`config.mk`:
```
export PLATFORM = sky130hd
export DESIGN_NAME = art_seq
export DESIGN_NICKNAME = d
export VERILOG_FILES = /design/src/sv/art_pkg.sv /design/src/sv/art_seq.sv
export SDC_FILE = /design/constraint.sdc
export NUM_CORES = 1
export LEC_CHECK = 0
export BUFFER_PORTS_ARGS = -buffer_cell sky130_fd_sc_hd__buf_2
export CAP_MARGIN = 25
export CORE_MARGIN = 2
export CORE_UTILIZATION = 25
export DETAILED_ROUTE_END_ITERATION = 12
export GPL_TIMING_DRIVEN = 1
export SLEW_MARGIN = 20
export SYNTH_ARGS = -nofsm -noshare
export SYNTH_HDL_FRONTEND = slang
export SYNTH_SLANG_ARGS = --single-unit
```
`constraint.sdc`:
```
create_clock -name clk -period 4.55 [get_ports clk]
set_input_delay 0.2275 -clock clk [delete_from_list [all_inputs] [get_ports clk]]
set_output_delay 0.2275 -clock clk [all_outputs]
set_load 0.02 [all_outputs]
```
`src/sv/art_pkg.sv`:
```
// Shared types and constants for the allocation record table.
`timescale 1ns / 1ps

package art_pkg;

	localparam logic [1:0] MODE_ADD   = 2'd0;
	localparam logic [1:0] MODE_DEL   = 2'd1;
	localparam logic [1:0] MODE_PURGE = 2'd2;

	localparam int UNIT_SHIFT = 5;
	localparam int OFS_W      = 15;
	localparam int SIZE_W     = 16;
	localparam int STAMP_W    = 31;
	localparam int OWNER_W    = 8;
	localparam int BOFS_W     = 20;
	localparam int SLOT_W     = 12;
	localparam int FREED_W    = 21;

	// One table entry: free flag, stamp or free link, owner.
	typedef struct packed {
		logic                  free;
		logic [STAMP_W-1:0]    body;
		logic [OWNER_W-1:0]    owner;
	} entry_t;

	typedef struct packed {
		logic                  success;
		logic [SLOT_W-1:0]     slot;
		logic [FREED_W-1:0]    freed;
	} result_t;

	typedef enum logic [2:0] {
		ST_INIT,
		ST_IDLE,
		ST_ADD,
		ST_SCAN,
		ST_DONE
	} seq_state_t;

endpackage

```
`src/sv/art_seq.sv`:
```
// Sequencer: clearing pass, add, and the read-modify-write removal scan.
`timescale 1ns / 1ps

module art_seq #(
	parameter int SLOTS = 4096,
	parameter int IW    = 12
) (
	input  logic                           clk,
	input  logic                           arst_n,
	input  logic                           in_valid,
	output logic                           in_stall,
	input  logic [1:0]                     mode,
	input  logic [art_pkg::OWNER_W-1:0]    owner_id,
	input  logic [art_pkg::STAMP_W-1:0]    stamp,
	input  logic [art_pkg::BOFS_W-1:0]     byte_offset,
	output logic                           res_valid,
	input  logic                           res_ready,
	output art_pkg::result_t               res,
	output logic                           wr_en,
	output logic [IW-1:0]                  wr_addr,
	output art_pkg::entry_t                wr_data,
	output logic                           rd_en,
	output logic [IW-1:0]                  rd_addr,
	input  art_pkg::entry_t                rd_data
);
	import art_pkg::*;

	localparam int HW = IW + 1;
	localparam logic [HW-1:0] END_MARK = HW'(SLOTS);
	localparam logic [HW-1:0] LAST_IDX = HW'(SLOTS - 1);

	seq_state_t         state_q, state_d;
	logic [HW-1:0]      head_q, head_d;
	logic [IW-1:0]      last_q, last_d;
	logic [HW-1:0]      cnt_q, cnt_d;
	logic [1:0]         mode_q, mode_d;
	logic [OWNER_W-1:0] owner_q, owner_d;
	logic [STAMP_W-1:0] stamp_q, stamp_d;
	logic [OFS_W-1:0]   ofs_q, ofs_d;
	result_t            res_q, res_d;
	logic               vld_s1, vld_d;
	logic [IW-1:0]      idx_s1, idx_d;

	logic [HW-1:0]      next_link;
	logic [31:0]        last_wide;
	logic [31:0]        head_wide;
	logic               hit;

	assign last_wide = 32'(last_q);
	assign head_wide = 32'(head_q[IW-1:0]);
	assign next_link = (rd_data.body > STAMP_W'(SLOTS)) ? END_MARK : rd_data.body[HW-1:0];
	assign hit = vld_s1 && !rd_data.free && (rd_data.owner == owner_q)
		&& ((mode_q == MODE_PURGE) || (rd_data.body[STAMP_W-1:SIZE_W] == ofs_q));

	always_ff @(posedge clk or negedge arst_n) begin
		if (!arst_n) begin
			state_q <= ST_INIT;
			head_q  <= '0;
			last_q  <= '0;
			cnt_q   <= '0;
			vld_s1  <= 1'b0;
		end else begin
			state_q <= state_d;
			head_q  <= head_d;
			last_q  <= last_d;
			cnt_q   <= cnt_d;
			vld_s1  <= vld_d;
		end
	end

	always_ff @(posedge clk) begin
		mode_q  <= mode_d;
		owner_q <= owner_d;
		stamp_q <= stamp_d;
		ofs_q   <= ofs_d;
		res_q   <= res_d;
		idx_s1  <= idx_d;
	end

	always_comb begin
		state_d   = state_q;
		head_d    = head_q;
		last_d    = last_q;
		cnt_d     = cnt_q;
		vld_d     = 1'b0;
		idx_d     = idx_s1;
		mode_d    = mode_q;
		owner_d   = owner_q;
		stamp_d   = stamp_q;
		ofs_d     = ofs_q;
		res_d     = res_q;
		in_stall  = 1'b1;
		res_valid = 1'b0;
		wr_en     = 1'b0;
		wr_addr   = cnt_q[IW-1:0];
		wr_data   = '0;
		rd_en     = 1'b0;
		rd_addr   = cnt_q[IW-1:0];

		case (state_q)
			ST_INIT: begin
				wr_en         = 1'b1;
				wr_data.free  = 1'b1;
				wr_data.body  = STAMP_W'(cnt_q) + STAMP_W'(1);
				wr_data.owner = '0;
				cnt_d         = cnt_q + HW'(1);
				if (cnt_q == LAST_IDX) begin
					cnt_d   = '0;
					head_d  = '0;
					state_d = ST_IDLE;
				end
			end
			ST_IDLE: begin
				in_stall = 1'b0;
				if (in_valid) begin
					mode_d  = mode;
					owner_d = owner_id;
					stamp_d = stamp;
					ofs_d   = byte_offset[BOFS_W-1:UNIT_SHIFT];
					res_d   = '{success: 1'b0, slot: last_wide[SLOT_W-1:0], freed: '0};
					case (mode)
						MODE_ADD: begin
							if (head_q == END_MARK) begin
								state_d = ST_DONE;
							end else begin
								rd_en   = 1'b1;
								rd_addr = head_q[IW-1:0];
								state_d = ST_ADD;
							end
						end
						MODE_DEL, MODE_PURGE: begin
							cnt_d   = '0;
							state_d = ST_SCAN;
						end
						default: begin
							state_d = ST_DONE;
						end
					endcase
				end
			end
			ST_ADD: begin
				wr_en         = 1'b1;
				wr_addr       = head_q[IW-1:0];
				wr_data.free  = 1'b0;
				wr_data.body  = stamp_q;
				wr_data.owner = owner_q;
				last_d        = head_q[IW-1:0];
				head_d        = next_link;
				res_d         = '{success: 1'b1, slot: head_wide[SLOT_W-1:0], freed: '0};
				state_d       = ST_DONE;
			end
			ST_SCAN: begin
				if (cnt_q != END_MARK) begin
					rd_en   = 1'b1;
					rd_addr = cnt_q[IW-1:0];
					cnt_d   = cnt_q + HW'(1);
					vld_d   = 1'b1;
					idx_d   = cnt_q[IW-1:0];
				end
				if (hit) begin
					wr_en         = 1'b1;
					wr_addr       = idx_s1;
					wr_data.free  = 1'b1;
					wr_data.body  = STAMP_W'(head_q);
					wr_data.owner = rd_data.owner;
					head_d        = {1'b0, idx_s1};
					if (mode_q == MODE_DEL) begin
						res_d = '{success: 1'b1, slot: last_wide[SLOT_W-1:0],
							freed: {rd_data.body[SIZE_W-1:0], {UNIT_SHIFT{1'b0}}}};
						vld_d   = 1'b0;
						state_d = ST_DONE;
					end
				end
				if (!vld_s1 && (cnt_q == END_MARK)) begin
					res_d = '{success: (mode_q == MODE_PURGE),
						slot: last_wide[SLOT_W-1:0], freed: '0};
					state_d = ST_DONE;
				end
			end
			ST_DONE: begin
				res_valid = 1'b1;
				if (res_ready) begin
					state_d = ST_IDLE;
				end
			end
			default: begin
				state_d = ST_IDLE;
			end
		endcase
	end

	assign res = res_q;

endmodule

```
# ---- Word level (Yosys, flattened, before mapping)
# Cells that the tools add are included.
dict set report word_totals {
  word_cells 101
  output_inout_bits 102
  ff_bits 144
}
dict set report op_classes {
  addsub 2
  eq_ne 22
  muxes 43
  n_lt_le_gt_ge 1
  reduce_logical 20
}
# cell n
set ops {}
lappend ops {{$mux W34} 4}
lappend ops {{$pmux W40 S3} 1}
lappend ops {{$pmux W34 S3} 1}
lappend ops {{$mux W13} 7}
lappend ops {{$pmux W13 S3} 2}
lappend ops {{$mux W12} 5}
lappend ops {{$mux W40} 1}
lappend ops {{$gt A31 B13 Y1 const B} 1}
lappend ops {{$eq A13 B13 Y1 const B} 2}
lappend ops {{$pmux W12 S2} 1}
lappend ops {{$mux W3} 7}
lappend ops {{$eq A15 B15 Y1} 1}
lappend ops {{$pmux W3 S5} 1}
lappend ops {{$add A13 B1 Y14 const B} 1}
lappend ops {{$add A13 B1 Y13 const B} 1}
lappend ops {{$eq A13 B12 Y1 const B} 1}
lappend ops {{$ne A13 B13 Y1 const B} 1}
lappend ops {{$ne A2 B2 Y1 const B} 6}
lappend ops {{$mux W1} 10}
lappend ops {{$reduce_bool A3 Y1} 3}
lappend ops {{$eq A8 B8 Y1} 1}
lappend ops {{$reduce_and A4 Y1} 2}
lappend ops {{$eq A3 B2 Y1 const B} 2}
lappend ops {{$ne A3 B3 Y1 const B} 2}
lappend ops {{15 further kinds} 24}

# ---- Logic depth before layout (Yosys ltp)
# Gate-level depths: netlist of the first run.
dict set report logic_depth {
  word_depth 7
  depth_mapped 10
  depth_no_buf 8
}

# ---- Worst setup path before layout of the first run
# Ideal clock, no wire load.
dict set report synth_path {
  path_kind {register to register}
  startpoint {register owner_q[6]}
  endpoint {register res_q, in the netlist res[10] (enable)}
  setup_ps 451
  period_less_slack_ps 3851
  path_buffers 0
  setup_slack_ps 699
  arrival_ps 3400
  stages_incl_launch_ff 6
  path_cell_list {edfxtp_1 -> xor2_1 -> nor4_2 -> nand3_1 -> o21a_1 -> nor3_1}
}
dict set report synth_via {
  elab_chain_len 5
}
# item line
set synth_lines {}
lappend synth_lines {{start: declaration} art_seq.sv:37} ;# logic [OWNER_W-1:0] owner_q, owner_d;
lappend synth_lines {{start signal: assignment} art_seq.sv:73} ;# owner_q <= owner_d;
lappend synth_lines {{$eq A8 B8 Y1} art_seq.sv:52} ;# assign hit = vld_s1 && !rd_data.free && (rd_data.owner == owner_q)
lappend synth_lines {{$logic_and A1 B1 Y1} art_seq.sv:52}
lappend synth_lines {{$logic_and A1 B1 Y1} art_seq.sv:53} ;# && ((mode_q == MODE_PURGE) || (rd_data.body[STAMP_W-1:SIZE_W] == ofs_q));
lappend synth_lines {{$ne A3 B3 Y1 (no line)} n/a}
lappend synth_lines {{$reduce_and A4 Y1 (no line)} n/a}
lappend synth_lines {{end signal: assignment} art_seq.sv:76} ;# res_q <= res_d;
lappend synth_lines {{end: declaration} art_seq.sv:40} ;# result_t res_q, res_d;
# Every way passes these cells.
# A chain may end at the register's enable or synchronous reset.

# ---- Worst setup path after layout of the first run
dict set report layout_path {
  startpoint {register ofs_q[8]}
  endpoint {output wr_addr[7]}
}
dict set report layout_via {
  elab_chain_len 5
}
# item line
set layout_lines {}
lappend layout_lines {{start: declaration} art_seq.sv:39} ;# logic [OFS_W-1:0] ofs_q, ofs_d;
lappend layout_lines {{start signal: assignment} art_seq.sv:75} ;# ofs_q <= ofs_d;
lappend layout_lines {{$eq A15 B15 Y1} art_seq.sv:53}
lappend layout_lines {{$logic_or A1 B1 Y1} art_seq.sv:53}
lappend layout_lines {{$logic_and A1 B1 Y1} art_seq.sv:53}
lappend layout_lines {{$mux W12} art_seq.sv:160} ;# if (hit) begin
lappend layout_lines {{$pmux W12 S2} art_seq.sv:100} ;# case (state_q)
lappend layout_lines {{end: declaration} art_seq.sv:20} ;# output logic [IW-1:0] wr_addr,
# Every way passes these cells.

==> results of run 1 <==
## synthesized netlist by cell type (3+ instances only)
library cell and n:
sky130_fd_sc_hd__buf_1 3, sky130_fd_sc_hd__o21ai_0 36, sky130_fd_sc_hd__buf_2 17, sky130_fd_sc_hd__clkbuf_1 16
sky130_fd_sc_hd__a22o_1 10, sky130_fd_sc_hd__o41ai_1 3, sky130_fd_sc_hd__and3_1 31, sky130_fd_sc_hd__a21oi_1 18
sky130_fd_sc_hd__nand2b_1 7, sky130_fd_sc_hd__nand3_1 10, sky130_fd_sc_hd__dfrtp_1 42, sky130_fd_sc_hd__o31ai_1 7
sky130_fd_sc_hd__a21o_1 31, sky130_fd_sc_hd__a221o_1 11, sky130_fd_sc_hd__nand4_1 5, sky130_fd_sc_hd__or2_2 3
sky130_fd_sc_hd__nor3_1 5, sky130_fd_sc_hd__xnor2_1 18, sky130_fd_sc_hd__ha_1 4, sky130_fd_sc_hd__nor2b_1 3
sky130_fd_sc_hd__inv_1 25, sky130_fd_sc_hd__xor2_1 15, sky130_fd_sc_hd__edfxtp_1 97, sky130_fd_sc_hd__nand2_1 44
sky130_fd_sc_hd__and2_1 19, sky130_fd_sc_hd__nor4_1 10, sky130_fd_sc_hd__nor2_1 37, sky130_fd_sc_hd__buf_4 5
sky130_fd_sc_hd__mux2i_1 12
## power breakdown
group	internal, mW	leakage [nW]	switching, mW
combinational	0.601	2.37	1.14
clock	0.794	0.292	0.601
sequential	1.81	1.48	0.249
total	3.21	4.15	1.99
## routing by layer
layer | vias to the layer above | wire [µm] | track usage
li1 | 2625 | - | -
met1 | 2623 | 9320 | 0.194
met2 | 198 | 9740 | 0.241
met3 | 18 | 1240 | 0.0388
met4 | 0 | 331 | 0.0469
met5 | - | 0 | 0
## cell type report
type,count,area share
clock buffer,21,0.0537
clock inverter,11,0.0105
inverter,25,0.0102
multi-input combinational,381,0.269
sequential,139,0.432
tap,335,0.0457
timing repair buffer,264,0.179
## path summary, 6_finish.rpt
check                           slack (ns)          to         from
min in group asynchronous             0.35   last_q[8]       arst_n
worst max register to register        1.67   head_q[7]     cnt_q[0]
worst max-delay path                  1.01  wr_addr[7]     ofs_q[8]
worst min register to register        0.47  last_q[10]   last_q[10]
worst min-delay path                  0.11     res[18]  rd_data[21]
max in group asynchronous             3.79  state_q[1]       arst_n
## worst max-delay path, delay by kind of cell, from the launching register on
family	cells	cell delay, ns
AND/OR/NAND/NOR	3	1.58
XOR/XNOR	1	0.17
buffers and inverters	1	0.17
flip-flops	1	0.38
AO/OA/AOI/OAI	2	0.58
## kinds of logic (layout without fill, tap and decap cells)
kind of cell | count (synthesis) | count (layout) | synth area share
flops | 139 | 139 | 0.590
xor+xnor | 33 | 33 | 0.0431
fa+ha+maj | 4 | 4 | 0.00746
simple gates | 191 | 191 | 0.156
mux | 12 | 12 | 0.0179
buf+inv | 68 | 321 | 0.0453
other cells | 1 | 5 | 0.000559
compound gates | 136 | 136 | 0.139
## registers in the layout (all words and copies together), names as in the netlist
| register | flops |
|---|---|
| head_q | 13 |
| stamp_q | 31 |
| cnt_q | 13 |
| mode_q | 2 |
| ofs_q | 15 |
| last_q | 12 |
| idx_s1 | 12 |
| owner_q | 8 |
| res | 29 |
| state_q | 3 |
| vld_s1 | 1 |
## per-stage QoR
| stage | std cells | power, mW |
|---|---|---|
| 2_1_floorplan | 588 | 3.16 |
| 3_3_place_gp | 1085 | 3.76 |
| 3_5_place_dp | 1085 | 3.78 |
| 4_1_cts | 1175 | 5.23 |
| 5_1_grt | 1176 | 5.49 |
| 6_report | 1176 | 5.20 |
==> results.py, run 1 <==
metrics = {
    "status": {
        "status": "finished, final reports clean",
    },
    "timing": {
        "final-max-slew-violation-count": 0,
        "post-route-period-util": 0.777,
        "final-setup-viol-count": 0,
        "fin_hold_ws_ns": 0.108,
        "rsz_0062_raised_after_global_routing": "no",
        "final_period_minus_worst_setup_slack_ns": 3.54,
        "report.final.hold_viol_count": 0,
        "worstMarginPinSlew_ns": 0.985,
        "timing.setup.tns_ns": 0,
        "fin_worst_skew_ns": 0.0127,
        "worst_slew_margin_rel": 0.341,
        "maxClockFrequency_ghz": 0.283,
        "post-route-worst-setup-slack_ns": 1.01,
    },
    "worst_hold_path": {
        "hp-class": "input port to register",
        "hold_depth": 2,
    },
    "critical_path": {
        "timing.reg2reg.worst_path_depth": 6,
        "worstSetupStartpointType": "register",
        "timing.critical_path.fanout_max": 12,
        "crit_path_end_kind": "output pin",
        "worst-endpoint-arrival_ns": 3.31,
        "timing_worst_setup_path_type": "register to output pin",
        "critPathSlowestCell": "sky130_fd_sc_hd__nor2_1",
        "required_ns": 4.32,
        "crit_path_cell_trace": "xnor2_1 -> nand4_1 -> nor4_1 -> a21boi_1 -> nor2_1 -> a221o_1 -> buf_2",
        "cpPeakStageDelay_ns": 0.81,
    },
    "synth": {
        "synthDistinctLibCells": 62,
        "synth_top_cell_area_share": 0.434,
        "mappedNetlistArea_um2": 6710,
        "synth-edff-count": 97,
        "predominant_post_synthesis_flop_cell": "sky130_fd_sc_hd__edfxtp_1",
        "post_synth_main_area_contributors": "sky130_fd_sc_hd__edfxtp_1, sky130_fd_sc_hd__dfrtp_1, sky130_fd_sc_hd__a21o_1",
        "number_of_warning_messages_in_the_yosys_log": 0,
        "cell_accounting_for_the_most_synthesized_area": "sky130_fd_sc_hd__edfxtp_1",
        "postSynthRegisterBits": 139,
        "syn-mean-instance-area_um2": 11.5,
        "async_reset_ff_frac": 0.302,
        "postSynthCellCount": 584,
        "yosysSeqAreaShare": 0.590,
    },
    "power_and_ir_drop": {
        "power.density_cell_area_nw_per_um2": 566,
        "static-leakage-power_nw": 4.15,
        "vdd_drop_max_uv": 294,
    },
    "layout": {
        "most_common_library_cell_in_the_layout_ignoring_fill_and_taps": "sky130_fd_sc_hd__buf_2",
        "insertedDiodeCount": 0,
        "layout.cells.most_common_list": "sky130_fd_sc_hd__buf_2, sky130_fd_sc_hd__edfxtp_1, sky130_fd_sc_hd__dlygate4sd3_1",
        "final_cell_area_um2": 9180,
        "n_fill_cell": 2614,
        "postLayoutCoreUtil": 0.350,
        "area_delta_synth_final_pct": 36.7,
        "post_route_cells_drive_above_1_share": 0.297,
        "multiInputGateArea_um2": 2470,
        "final-seq-area_um2": 3960,
        "nNetsFinal": 937,
    },
    "drt": {
        "post_drt_wl_per_cell_um": 17.5,
        "drc_markers": 0,
        "initialDrtViolationCount": 369,
        "viasPerCell": 4.65,
        "detail_route.first_pass.iterations": 7,
        "ant_nets": 0,
        "detail_route.wirelength_mm": 20.6,
        "routed-via-count": 5464,
    },
    "job": {
        "max_cap_violations": 0,
    },
    "global_routing": {
        "grt_start_max_net_pins": 58,
        "grt-ovfl-total": 0,
        "antenna_found_initial": 0,
        "global_route.usage.total": 0.149,
        "number_of_global_route_vias_before_repair": 5534,
        "grt_pass1_wl_mm": 31.7,
    },
    "floorplan": {
        "die_w_um": 168,
        "start_util": 0.256,
        "core_area_um2": 26200,
        "chipHeight_um": 168,
        "row_count": 59,
        "area_of_the_die_um2": 28200,
        "io_pins": 207,
    },
    "clock_network": {
        "clk_latency_ns": 0.43,
        "clock-sinks": 139,
        "cts-resized-gates": 0,
        "cts_clk_pin_slew_worst_paths_ns": 0.07,
        "tritoncts": "done",
        "depth_of_the_cts_h_tree": 4,
        "numCtsBuffers": 17,
        "cts-hold-fix-buffers": 58,
        "clk_root_buffer_cell": "sky130_fd_sc_hd__clkbuf_16",
        "clockBufferDepth": 2,
        "post_cts.repair.setup_buffers": 0,
    },
    "placement": {
        "gp_congestion": 0.816,
        "port_buffers": 196,
        "placed_area_um2": 7990,
        "detailed_place_hpwl_mm": 14.8,
        "dp_worst_setup_slack_ns": 1.46,
    },
}
No activity file was read; power rests on OpenSTA's default activity.
==> run 2, diff against run 1 <==
==> constraint.sdc (replaced) <==
create_clock -name clk -period 3.4 [get_ports clk]
set_input_delay 0.17 -clock clk [delete_from_list [all_inputs] [get_ports clk]]
set_output_delay 0.17 -clock clk [all_outputs]
set_load 0.02 [all_outputs]
==> run 2 against run 1 <==
  * Sequential cell count stayed put
  * Combinational power rose by 39%
  * Via count hardly changed
  * Cell area up 0.40%
  * Clock skew shrank 0.0012 ns
  * Critical path type unchanged
  * Critical endpoint is now rd_addr[3]
  * Largest cell class unchanged
==> results.py, run 2 (synthesis results as in run 1) <==
metrics = {
    "layout": {
        "max_reg_flops": 31,
        "final-seq-area_um2": 3960,
        "nNetsFinal": 945,
        "most_common_library_cell_in_the_layout_ignoring_fill_and_taps": "sky130_fd_sc_hd__buf_2",
        "area_delta_synth_final_pct": 37.3,
        "multiInputGateArea_um2": 2470,
        "layout_cells_excl_fill": 1185,
        "layout.cells.most_common_list": "sky130_fd_sc_hd__buf_2, sky130_fd_sc_hd__edfxtp_1, sky130_fd_sc_hd__dlygate4sd3_1",
        "post_route_cells_drive_above_1_share": 0.304,
        "n_fill_cell": 2625,
        "regMostFlops": "stamp_q",
    },
    "job": {
        "max_cap_violations": 0,
    },
    "timing": {
        "final-max-slew-violation-count": 0,
        "report.final.hold_viol_count": 0,
        "post-route-worst-setup-slack_ns": 0.333,
        "timing.setup.tns_ns": 0,
        "final_period_minus_worst_setup_slack_ns": 3.07,
        "post-route-period-util": 0.902,
        "worst_slew_margin_rel": 0.386,
        "maxClockFrequency_ghz": 0.326,
        "fin_worst_skew_ns": 0.0115,
        "rsz_0062_raised_after_global_routing": "no",
        "final-setup-viol-count": 0,
        "worstMarginPinSlew_ns": 0.917,
    },
    "status": {
        "status": "finished, final reports clean",
    },
    "drt": {
        "viasPerCell": 4.61,
        "drc_markers": 0,
        "ant_nets": 0,
        "post_drt_wl_per_cell_um": 17.3,
        "routed-via-count": 5463,
        "detail_route.wirelength_mm": 20.5,
        "detail_route.first_pass.iterations": 5,
        "initialDrtViolationCount": 390,
    },
    "global_routing": {
        "number_of_global_route_vias_before_repair": 5496,
        "antenna_found_initial": 1,
        "global_route.usage.total": 0.147,
        "grt-ovfl-total": 0,
        "grt_start_max_net_pins": 58,
        "grt_pass1_wl_mm": 31.4,
    },
    "critical_path": {
        "timing.critical_path.fanout_max": 14,
        "timing_worst_setup_path_type": "register to output pin",
        "required_ns": 3.23,
        "worst-endpoint-arrival_ns": 2.90,
        "crit_path_end_kind": "output pin",
        "worstSetupStartpointType": "register",
    },
    "placement": {
        "detailed_place_hpwl_mm": 15.0,
        "port_buffers": 196,
        "dp_worst_setup_slack_ns": 0.529,
        "placed_cells_incl_taps": 1094,
        "gp_congestion": 0.826,
    },
    "floorplan": {
        "io_pins": 207,
        "area_of_the_die_um2": 28200,
        "chipHeight_um": 168,
        "start_util": 0.256,
        "row_count": 59,
        "core_area_um2": 26200,
        "die_w_um": 168,
    },
    "power_and_ir_drop": {
        "static-leakage-power_nw": 4.17,
        "power_switching_mw": 2.64,
        "power_frac_seq": 0.392,
        "power.density_cell_area_nw_per_um2": 750,
        "p_sw_frac": 0.381,
        "p_total_mw": 6.91,
        "vdd_drop_max_uv": 266,
        "power_report.internal_total_mw": 4.28,
        "pwr-share-comb": 0.349,
        "clock_power_share": 0.259,
    },
    "clock_network": {
        "numCtsBuffers": 17,
        "clk_latency_ns": 0.42,
        "cts-resized-gates": 0,
        "cts_clk_pin_slew_worst_paths_ns": 0.06,
        "clock-sinks": 139,
        "post_cts.repair.setup_buffers": 0,
        "depth_of_the_cts_h_tree": 4,
        "clk_root_buffer_cell": "sky130_fd_sc_hd__clkbuf_16",
        "tritoncts": "done",
        "clockBufferDepth": 2,
        "cts-hold-fix-buffers": 58,
    },
    "worst_hold_path": {
        "hp-class": "input port to register",
    },
}
## run 2: power groups by stage
stage,registers (mW),logic [mW],clock network [mW]
CTS,2.71,2.44,1.83
global placement,2.72,2.36,0
floorplan,2.83,1.39,0
detailed placement,2.74,2.38,0
finish,2.71,2.41,1.79
global route,2.76,2.65,1.90
## run 2: per-stage QoR
step / hold WS (ns) / cell area [µm²] / util
after floorplan: -0.126 / 6730 / -
after global placement: 0.347 / 8070 / 0.308
after detailed placement: 0.348 / 8070 / 0.308
after CTS: 0.0401 / 9210 / 0.351
after global routing: 0.0389 / 9220 / 0.352
final: 0.0514 / 9220 / 0.352
## run 2: worst paths after layout
check | start | endpoint | slack, ns | depth (start not counted)
max | head_q[6] | rd_addr[3] | 0.33 | 8
min | rd_data[21] | res[18] | 0.05 | 2
max reg2reg | cnt_q[1] | res[28] | 0.58 | 9
min reg2reg | last_q[10] | last_q[10] | 0.47 | 2
max in group asynchronous | arst_n | state_q[2] | 2.67 | 2
min in group asynchronous | arst_n | last_q[8] | 0.31 | 2
## run 2: critical path, cell delays in order, from the launching register on
cell and delay [ns]:
sky130_fd_sc_hd__dfrtp_1 0.43, sky130_fd_sc_hd__or4_1 0.54, sky130_fd_sc_hd__nor4_1 0.20, sky130_fd_sc_hd__a41oi_1 0.23, sky130_fd_sc_hd__nand2_1 0.41, sky130_fd_sc_hd__buf_4 0.26
sky130_fd_sc_hd__nand2_1 0.06, sky130_fd_sc_hd__o21ai_0 0.12, sky130_fd_sc_hd__buf_2 0.21
## run 2: cell type report
cell class,instances,area share
sequential,139,0.430
tap,335,0.0455
timing repair buffer,272,0.184
clock buffer,21,0.0523
antenna,1,0.000272
inverter,25,0.0102
clock inverter,11,0.00896
multi-input combinational,381,0.268
## run 2: routing by layer
| layer | wire length, µm | track usage | vias to the layer above |
|---|---|---|---|
| li1 | - | - | 2634 |
| met1 | 9020 | 0.192 | 2611 |
| met2 | 9900 | 0.241 | 201 |
| met3 | 1360 | 0.0381 | 17 |
| met4 | 246 | 0.0416 | 0 |
| met5 | 0 | 0 | - |
